--- src/design/paids_pkg.sv ---
// Shared types, codes and defaults for the positional array block.
`default_nettype none
package paids_pkg;

    localparam int DEPTH_DEFAULT = 16;

    // Request kinds as they arrive on the kind field.
    localparam logic [1:0] KIND_INSERT = 2'd0;
    localparam logic [1:0] KIND_DELETE = 2'd1;
    localparam logic [1:0] KIND_SEARCH = 2'd2;

    // Result status codes.
    localparam logic [1:0] ST_DONE  = 2'd0;
    localparam logic [1:0] ST_RANGE = 2'd1;
    localparam logic [1:0] ST_FULL  = 2'd2;

    typedef enum logic [1:0] {
        CELL_HOLD,
        CELL_INSERT,
        CELL_DELETE,
        CELL_SEARCH
    } cell_op_t;

    typedef struct packed {
        cell_op_t op;
        logic     capture;
    } cell_cmd_t;

endpackage
`default_nettype wire

--- src/design/paids_cell.sv ---
// One storage cell of the array: shifts with its neighbors and compares against the key.
`default_nettype none
module paids_cell #(
    parameter int DEPTH = paids_pkg::DEPTH_DEFAULT,
    parameter int INDEX = 0,
    parameter int IDX_W = $clog2(DEPTH),
    parameter int CNT_W = $clog2(DEPTH + 1)
) (
    input  wire                   clk,
    input  wire paids_pkg::cell_cmd_t cmd,
    input  wire [IDX_W-1:0]       idx,
    input  wire [CNT_W-1:0]       count,
    input  wire signed [31:0]     value,
    input  wire signed [31:0]     left_data,
    input  wire signed [31:0]     right_data,
    output logic signed [31:0]    data,
    output logic                  match
);
    import paids_pkg::*;

    localparam logic [IDX_W-1:0] MY_IDX = IDX_W'(INDEX);
    localparam logic [CNT_W-1:0] MY_CNT = CNT_W'(INDEX);

    logic signed [31:0] data_reg;
    logic               match_reg;
    logic               match_next;

    // Only entries below the stored count take part in a search.
    assign match_next = (cmd.op == CELL_SEARCH) && (MY_CNT < count) && (data_reg == value);

    always_ff @(posedge clk)
    begin
        if (cmd.capture)
        begin
            match_reg <= match_next;
            unique case (cmd.op)
                CELL_INSERT:
                begin
                    if (MY_IDX > idx)
                    begin
                        data_reg <= left_data;
                    end
                    else if (MY_IDX == idx)
                    begin
                        data_reg <= value;
                    end
                end
                CELL_DELETE:
                begin
                    if (MY_IDX >= idx)
                    begin
                        data_reg <= right_data;
                    end
                end
                CELL_HOLD, CELL_SEARCH:
                begin
                end
                default:
                begin
                end
            endcase
        end
    end

    assign data  = data_reg;
    assign match = match_reg;

endmodule
`default_nettype wire

--- src/design/paids_first_match.sv ---
// Priority encoder that finds the lowest cell reporting a match.
`default_nettype none
module paids_first_match #(
    parameter int DEPTH = paids_pkg::DEPTH_DEFAULT,
    parameter int IDX_W = $clog2(DEPTH)
) (
    input  wire [DEPTH-1:0]  hits,
    output logic             any,
    output logic [IDX_W-1:0] first
);
    import paids_pkg::*;

    always_comb
    begin
        first = '0;
        // Walk from the top so the lowest matching cell wins.
        for (int i = DEPTH - 1; i >= 0; i--)
        begin
            if (hits[i])
            begin
                first = IDX_W'(i);
            end
        end
    end

    assign any = |hits;

endmodule
`default_nettype wire

--- src/design/positional_array_insert_delete_search.sv ---
// Top level of the positional array: request decode, cell row and result register.
//
// Requests enter on the in channel (kind, position, value) and each gives one result
// on the out channel (status, found, found_index, element_count). Both channels use
// valid/ready; a transfer happens when valid and ready are high at a clock edge.
// Insert and delete act on the row of cells at the edge that accepts the request: the
// cells from the position up shift from a neighbor or load the value. Search compares
// the key in every cell at the same edge and latches one match bit per cell.
// When the pending result moves to the output register, the lowest match is encoded
// into it; a result is offered once it reaches the output register.
// Throughput is one request per cycle unless the receiver stalls, set by the shift and
// compare in the cell row; a stage of pending results sits between the cells and the
// output register. When the receiver stalls, the output register holds its result, the
// pending stage fills, and in_ready drops until the output register is taken.
// Reset clears the count and all valid flags; cell contents stay undefined, and only
// entries below the count are ever compared, so unwritten cells never show.
`default_nettype none
module positional_array_insert_delete_search #(
    parameter int DEPTH = paids_pkg::DEPTH_DEFAULT
) (
    input  wire               clk,
    input  wire               rst_n,
    input  wire               in_valid,
    output logic              in_ready,
    input  wire [1:0]         kind,
    input  wire [4:0]         position,
    input  wire signed [31:0] value,
    output logic              out_valid,
    input  wire               out_ready,
    output logic [1:0]        status,
    output logic              found,
    output logic [3:0]        found_index,
    output logic [4:0]        element_count
);
    import paids_pkg::*;

    localparam int IDX_W = (DEPTH > 1) ? $clog2(DEPTH) : 1;
    localparam int CNT_W = $clog2(DEPTH + 1);
    localparam int CMP_W = ((CNT_W > 5) ? CNT_W : 5) + 1;
    localparam logic [CMP_W-1:0] FULL_CNT = CMP_W'(DEPTH);

    logic [CNT_W-1:0] count_reg;
    logic [CNT_W-1:0] count_next;
    logic             pend_valid_reg;
    logic [1:0]       pend_status_reg;
    logic [CNT_W-1:0] pend_count_reg;
    logic             out_valid_reg;
    logic [1:0]       out_status_reg;
    logic             out_found_reg;
    logic [3:0]       out_index_reg;
    logic [4:0]       out_count_reg;

    logic             accept;
    logic             out_free;
    logic [1:0]       status_next;
    cell_cmd_t        cmd;
    logic [IDX_W-1:0] cmd_idx;
    logic [CMP_W-1:0] pos_ext;
    logic [CMP_W-1:0] cnt_ext;
    logic [CMP_W-1:0] pos_m1;

    logic signed [31:0] cell_data [DEPTH];
    logic [DEPTH-1:0]   cell_match;
    logic               any_match;
    logic [IDX_W-1:0]   first_idx;

    assign out_free = !out_valid_reg || out_ready;
    assign in_ready = !pend_valid_reg || out_free;
    assign accept   = in_valid && in_ready;

    assign pos_ext = CMP_W'(position);
    assign cnt_ext = CMP_W'(count_reg);
    assign pos_m1  = pos_ext - CMP_W'(1);
    assign cmd_idx = pos_m1[IDX_W-1:0];

    always_comb
    begin
        status_next = ST_RANGE;
        count_next  = count_reg;
        cmd.op      = CELL_HOLD;
        cmd.capture = accept;
        unique case (kind)
            KIND_INSERT:
            begin
                if (pos_ext == '0 || pos_ext > cnt_ext + CMP_W'(1))
                begin
                    status_next = ST_RANGE;
                end
                else if (cnt_ext >= FULL_CNT)
                begin
                    status_next = ST_FULL;
                end
                else
                begin
                    status_next = ST_DONE;
                    count_next  = count_reg + CNT_W'(1);
                    cmd.op      = CELL_INSERT;
                end
            end
            KIND_DELETE:
            begin
                if (pos_ext == '0 || pos_ext > cnt_ext)
                begin
                    status_next = ST_RANGE;
                end
                else
                begin
                    status_next = ST_DONE;
                    count_next  = count_reg - CNT_W'(1);
                    cmd.op      = CELL_DELETE;
                end
            end
            KIND_SEARCH:
            begin
                status_next = ST_DONE;
                cmd.op      = CELL_SEARCH;
            end
            default:
            begin
                status_next = ST_RANGE;
            end
        endcase
    end

    genvar gi;
    generate
        for (gi = 0; gi < DEPTH; gi++)
        begin : g_cell
            logic signed [31:0] left_d;
            logic signed [31:0] right_d;
            if (gi == 0)
            begin : g_first
                assign left_d = value;
            end
            else
            begin : g_mid_l
                assign left_d = cell_data[gi-1];
            end
            if (gi == DEPTH - 1)
            begin : g_last
                assign right_d = cell_data[gi];
            end
            else
            begin : g_mid_r
                assign right_d = cell_data[gi+1];
            end
            paids_cell #(
                .DEPTH(DEPTH),
                .INDEX(gi),
                .IDX_W(IDX_W),
                .CNT_W(CNT_W)
            ) u_cell (
                .clk       (clk),
                .cmd       (cmd),
                .idx       (cmd_idx),
                .count     (count_reg),
                .value     (value),
                .left_data (left_d),
                .right_data(right_d),
                .data      (cell_data[gi]),
                .match     (cell_match[gi])
            );
        end
    endgenerate

    paids_first_match #(
        .DEPTH(DEPTH),
        .IDX_W(IDX_W)
    ) u_first_match (
        .hits (cell_match),
        .any  (any_match),
        .first(first_idx)
    );

    always_ff @(posedge clk or negedge rst_n)
    begin
        if (!rst_n)
        begin
            count_reg      <= '0;
            pend_valid_reg <= 1'b0;
            out_valid_reg  <= 1'b0;
        end
        else
        begin
            if (accept)
            begin
                count_reg <= count_next;
            end
            if (accept)
            begin
                pend_valid_reg <= 1'b1;
            end
            else if (out_free)
            begin
                pend_valid_reg <= 1'b0;
            end
            if (out_free)
            begin
                out_valid_reg <= pend_valid_reg;
            end
        end
    end

    always_ff @(posedge clk)
    begin
        if (accept)
        begin
            pend_status_reg <= status_next;
            pend_count_reg  <= count_next;
        end
        if (out_free && pend_valid_reg)
        begin
            out_status_reg <= pend_status_reg;
            out_found_reg  <= any_match;
            out_index_reg  <= any_match ? 4'(first_idx) : 4'd0;
            out_count_reg  <= 5'(pend_count_reg);
        end
    end

    assign out_valid     = out_valid_reg;
    assign status        = out_status_reg;
    assign found         = out_found_reg;
    assign found_index   = out_index_reg;
    assign element_count = out_count_reg;

endmodule
`default_nettype wire

--- config.mk ---
export PLATFORM = sky130hd
export DESIGN_NAME = positional_array_insert_delete_search
export DESIGN_NICKNAME = d
export VERILOG_FILES = /design/src/design/paids_pkg.sv /design/src/design/paids_cell.sv /design/src/design/paids_first_match.sv /design/src/design/positional_array_insert_delete_search.sv
export SDC_FILE = /design/constraint.sdc
export NUM_CORES = 2
export LEC_CHECK = 0
export CORE_ASPECT_RATIO = 0.5
export CORE_MARGIN = 3
export CORE_UTILIZATION = 61
export CTS_CLUSTER_SIZE = 20
export DETAILED_ROUTE_END_ITERATION = 7
export DONT_BUFFER_PORTS = 1
export PLACE_DENSITY = 0.75
export SLEW_MARGIN = 10
export SYNTH_ARGS = -nofsm -noshare
export SYNTH_HDL_FRONTEND = slang
export SYNTH_SLANG_ARGS = --single-unit
--- constraint.sdc ---
create_clock -name clk -period 14.1 [get_ports clk]
set_clock_uncertainty 0.15 [all_clocks]
set_input_delay 1.41 -clock clk [delete_from_list [all_inputs] [get_ports clk]]
set_output_delay 1.41 -clock clk [all_outputs]
set_load 0.01 [all_outputs]
Word level (Yosys, flattened, before mapping) --
Index checks and enable logic that the tools add are counted.
Storage, ports and cells: bits in registers 554, logic and storage cells 323
Operators by class: bitwise logic cells 1, equal/unequal tests 66, add/sub/neg operators 4, order comparisons 50, mux-type cells 91, reductions and logical operators 67
Operator list (count):
- $mux W32 | 47
- $pmux W32 S2 | 15
- $eq A32 B32 Y1 | 16
- $reduce_and A4 Y1 | 15
- $ne A3 B1 Y1 const B | 15
- $lt A4 B5 Y1 const A | 8
- $logic_and A1 B1 Y1 | 34
- $eq A4 B4 Y1 const A | 8
- $gt A4 B4 Y1 const A | 8
- $mux W4 | 8
- $ne A2 B1 Y1 const B | 15
- $ge A4 B4 Y1 const A | 7
- $lt A3 B5 Y1 const A | 4
- $eq A3 B4 Y1 const A | 4
- $ge A3 B4 Y1 const A | 4
- $gt A3 B4 Y1 const A | 4
- $reduce_or A16 Y1 | 1
- $mux W5 | 3
- $mux W3 | 4
- $pmux W2 S3 | 2
- $lt A1 B5 Y1 const A | 2
- $lt A2 B5 Y1 const A | 2
- $mux W2 | 5
- $pmux W5 S2 | 1
- other kinds (28) | 47

Logic depth before layout (Yosys ltp) --
word-level depth 15, gate-level depth with buffers 17

Modules after synthesis --
A second synthesis with hierarchy kept.
Unflattened totals: cells, all modules 3126, area total of the unflattened synthesis 34735.8 um2
By module, submodules not included:
- paids_cell (g_cell[9].u_cell) | area an instance 2113.3 um2, times used 1, cells an instance 189
- paids_cell (g_cell[2].u_cell) | area an instance 2109.5 um2, times used 1, cells an instance 189
- paids_cell (g_cell[5].u_cell) | area an instance 2108.3 um2, times used 1, cells an instance 190
- paids_cell (g_cell[6].u_cell) | area an instance 2099.5 um2, times used 1, cells an instance 189
- paids_cell (g_cell[11].u_cell) | area an instance 2093.3 um2, times used 1, cells an instance 190
- paids_cell (g_cell[1].u_cell) | area an instance 2092.0 um2, times used 1, cells an instance 189
- paids_cell (g_cell[13].u_cell) | area an instance 2082.0 um2, times used 1, cells an instance 189
- paids_cell (g_cell[12].u_cell) | area an instance 2078.2 um2, times used 1, cells an instance 189
- paids_cell (g_cell[4].u_cell) | area an instance 2073.2 um2, times used 1, cells an instance 191
- paids_cell (g_cell[8].u_cell) | area an instance 2073.2 um2, times used 1, cells an instance 190
- paids_cell (g_cell[3].u_cell) | area an instance 2067.0 um2, times used 1, cells an instance 188
- paids_cell (g_cell[14].u_cell) | area an instance 2053.2 um2, times used 1, cells an instance 189
- paids_cell (g_cell[7].u_cell) | area an instance 2047.0 um2, times used 1, cells an instance 187
- paids_cell (g_cell[10].u_cell) | area an instance 2045.7 um2, times used 1, cells an instance 191
- 4 more rows

Least setup slack after synthesis --
Ideal clock, no wire load.
path kind in2reg, from input position[0], to register g_cell[10].u_cell.data_reg[0] (enable), data arrival time 5.514 ns, path buffers 4, data required time 13.509 ns, setup slack 7.995 ns, library setup time 0.441 ns, stages 14, cell sequence buf_2 inv_1 ha_1 nor4b_2 nor3_1 nor2b_1 clkbuf_1 a21oi_1 inv_1 ha_1 clkbuf_1 or2_2 clkbuf_1 a31oi_1
On the way: longest elaborated chain between the ends 7
RTL lines:
- start: declaration | line positional_array_insert_delete_search.sv:26 | input wire [4:0] position,
- $gt A5 B6 Y1 (tied with other cells) | line positional_array_insert_delete_search.sv:85 | if (pos_ext == '0 || pos_ext > cnt_ext + CMP_W'(1))
- $logic_or A1 B1 Y1 (on tied branches) | line positional_array_insert_delete_search.sv:85, positional_array_insert_delete_search.sv:102
- $mux W1 / $mux W2 (equally long branches) | line positional_array_insert_delete_search.sv:85, positional_array_insert_delete_search.sv:102
- $pmux W2 S3 | line positional_array_insert_delete_search.sv:82 | unique case (kind)
- $eq A2 B1 Y1 / $eq A2 B2 Y1 (equally long branches) | line paids_cell.sv:36 | unique case (cmd.op)
- $ne A3 B1 Y1 (no source line) (tied with other cells)
- $reduce_and A4 Y1 (no source line) (*)
- end signal: assignment | line paids_cell.sv:41 | data_reg <= left_data;
- end signal: assignment | line paids_cell.sv:45 | data_reg <= value;
- end signal: assignment | line paids_cell.sv:52 | data_reg <= right_data;
- end: declaration | line paids_cell.sv:24 | logic signed [31:0] data_reg;
Every way passes the cells marked *; elsewhere a longest branch is shown, timed or not. A chain may end at the register's enable or synchronous reset.

Worst setup path in the final report --
from register count_reg[1], to register g_cell[0].u_cell.data_reg[7], data pin
On the way: longest elaborated chain between the ends 7
RTL lines:
- start: declaration | line positional_array_insert_delete_search.sv:42 | logic [CNT_W-1:0] count_reg;
- start signal: assignment | line positional_array_insert_delete_search.sv:187 | count_reg <= count_next;
- $add A5 B1 Y6 | line positional_array_insert_delete_search.sv:85
- $gt A5 B6 Y1 | line positional_array_insert_delete_search.sv:85
- $logic_or A1 B1 Y1 | line positional_array_insert_delete_search.sv:85
- $mux W1 | line positional_array_insert_delete_search.sv:85
- $pmux W2 S3 (*) | line positional_array_insert_delete_search.sv:82
- $eq A2 B2 Y1 / $eq A2 B1 Y1 (equally long branches) | line paids_cell.sv:36
- $pmux W32 S2 (*) | line paids_cell.sv:36
- end signal: assignment | line paids_cell.sv:41
- end signal: assignment | line paids_cell.sv:45
- end signal: assignment | line paids_cell.sv:52
- end: declaration | line paids_cell.sv:24
Marks and branches as above.

==> results_dict.tcl <==
set metrics [dict create \
    outcome "completed" \
    insertedDiodeCount 0 \
    min_period_over_period_pct 48.6 \
    grt_max_degree 231 \
    gr-usage-met3_pct 11.8 \
    syn_area_um2 34100 \
    holdBufCountCts 0 \
    setup_violations 0 \
    overflow 0 \
    place_congestion 0.950 \
    cts_inserted_buffers 51 \
    place_worst_setup_slack_ns 7.68 \
    antenna_found_initial 2 \
    via_per_inst 6.79 \
    netlist_instances 3179 \
    synth_edf_count 547 \
    synth-seq-cells 554 \
    dp_hpwl_um 75200 \
    place_inst 3666 \
    worstPathRequired_ns 14.31 \
    cts_resized 0 \
    start_util_pct 62.6 \
    cp-start-kind "register" \
    arrival_ns 7.06 \
    end_kind "register" \
    final.setup.tns_ns 0 \
    port_buffers 0 \
    clkTransAtPathRegs_ns 0.07 \
    post_cts_buffers 0 \
    syn_nets 3242 \
    layout_common_cells "547 x edfxtp_1, 476 x nand2_1, 445 x mux2i_1, 384 x o21ai_0, 297 x xor2_1" \
    ios 57 \
    cts.sinks 554 \
    cap_violations 0 \
    rsz0062_at_grt "no" \
    min_period_ns 6.85 \
    worstSkewPairLatency_ns 0.61 \
    yosysUniqueCellTypes 66 \
    fin_nets 3038 \
    num_rows 60 \
    grt_first_pass_wirelength_um 161000 \
    drive_gt1_share_pct 6.61 \
    clockRootBuffer "clkbuf_16" \
    worst_slew_pin_slew_ns 1.16 \
    multi_input_area_um2 16300 \
    grt-busiest-layer "met2" \
    yosysSeqAreaShare_pct 48.7 \
    cts_tree "built" \
    p_leak_nw 12.8 \
    largest_reg_flops 512 \
    register_area_um2 16600 \
    wl_per_cell_um 29.4 \
    p_total_mw 5.20 \
    grt_use_total_pct 36.6 \
    crit_type "reg2reg" \
    hold_ws_ns 0.269 \
    ant_nets 0 \
    groute.layer.met2.usage_pct 53.3 \
    drt_iter0_drc 4327 \
    fin_ws_ns 7.25 \
    fmax_mhz 146 \
    drt_pass1_iterations 7 \
    wirelength_um 110000 \
    cp_max_fo 230 \
    grt_pass1_vias 24100 \
    power.density_nw_per_um2 146 \
    clk_path_buf_depth 3 \
    ir_drop_mv 0.0941 \
    die_area_um2 58900 \
    avgSynthCellArea_um2 10.7 \
    mostFrequentLayoutCell "edfxtp_1" \
    die_width_um 340 \
    cts_max_level 2 \
    grt_util_met1_pct 51.9 \
    drv_slew 0 \
    die_y_um 173 \
    max_slew_margin_pct 22.2 \
    async_reset_ff_share_pct 1.26 \
    final_cells 3753 \
    num_vias 25500 \
    hold_viol 0 \
    hold_path_class "reg2reg" \
    areaGrowthSynthToFinish_pct 4.77 \
    ys.warnings.count 0 \
    core-area_um2 54400 \
    fillers 4233 \
    ys.flop_type "edfxtp_1" \
    drc_errors 0 \
]
==> layer usage <==
layer,vias up,part of all wire (%)
met5,-,0.065
met4,4,3.7
met3,262,15
met2,1898,42
met1,12400,39
li1,10900,-
==> cell type report <==
class | instances | area share (%)
sequential | 554 | 46.5
multi-input combinational | 2313 | 45.7
clock buffer | 67 | 3.83
tap | 744 | 2.61
timing repair buffer | 36 | 0.792
clock inverter | 20 | 0.337
inverter | 19 | 0.200
==> stage by stage <==
step           util [%]  cell area, um^2
2_1_floorplan         -            34100
3_3_place_gp       62.8            34200
4_1_cts            65.6            35700
3_5_place_dp       62.8            34200
5_1_grt            65.6            35700
6_report           65.6            35700
==> critical path, cell delays in order (launching register included) <==
cell and delay [ns]:
dfrtp_1 0.66, nand2_1 0.33, nor2_1 0.75, xnor2_1 0.18
ha_1 0.35, and3_1 0.18, o21ai_0 0.09, a32oi_1 0.45
nor3_1 0.10, o21ai_0 0.37, ha_4 0.69, buf_12 0.59
buf_4 0.91, mux2_2 0.42
==> path summary, 6_finish.rpt <==
kind / depth (start not counted) / slack [ns] / end / start
max: 13 / 7.25 / g_cell[0].u_cell.data[7] / count_reg[1]
min: 0 / 0.27 / element_count[1] / pend_count_reg[1]
max reg2reg: 13 / 7.25 / g_cell[0].u_cell.data[7] / count_reg[1]
min reg2reg: 0 / 0.27 / element_count[1] / pend_count_reg[1]
max in group asynchronous: 0 / 13.37 / count_reg[4] / rst_n
min in group asynchronous: 0 / 0.35 / count_reg[3] / rst_n
==> kinds of logic after synthesis <==
| kind of cell | Yosys count | share of synthesized area [%] |
|---|---|---|
| fa+ha+maj | 20 | 0.735 |
| compound gates | 527 | 8.18 |
| buf+inv | 312 | 3.94 |
| flops | 554 | 48.7 |
| simple gates | 739 | 9.82 |
| mux | 507 | 15.1 |
| xor+xnor | 520 | 13.4 |
==> synth_stat cells, types with 3 or more instances <==
cell / n / area (um^2)
and3_1: 5 / 31.3
nor4_1: 80 / 500
edfxtp_1: 547 / 16400
nor3_1: 24 / 120
buf_2: 40 / 200
buf_6: 5 / 56.3
or4_1: 4 / 30.0
mux2i_1: 445 / 4450
ha_1: 20 / 250
a21oi_1: 23 / 115
nand3_1: 14 / 70.1
buf_1: 23 / 86.3
nand2b_1: 6 / 37.5
a31oi_1: 6 / 37.5
nand2_1: 478 / 1790
o2111ai_1: 3 / 26.3
o21ai_0: 384 / 1920
a21o_1: 3 / 22.5
o21ai_1: 80 / 400
nor3b_1: 4 / 30.0
nor2_1: 36 / 135
xor2_1: 297 / 2600
clkbuf_1: 203 / 762
nand4_1: 70 / 438
dfrtp_1: 7 / 175
inv_1: 17 / 63.8
mux2_2: 62 / 698
a2111oi_0: 4 / 35.0
buf_4: 22 / 165
xnor2_1: 221 / 1940
nor2b_1: 5 / 31.3
o31ai_1: 3 / 22.5
==> report_power, final <==
| group | internal (mW) | switching (mW) | total (mW) | leakage, nW |
|---|---|---|---|---|
| Clock | 0.696 | 0.645 | 1.34 | 0.732 |
| Sequential | 2.23 | 0.326 | 2.55 | 5.16 |
| Combinational | 0.479 | 0.825 | 1.30 | 6.87 |
| Total | 3.40 | 1.80 | 5.20 | 12.8 |
Power figures use the tool's default switching activity.
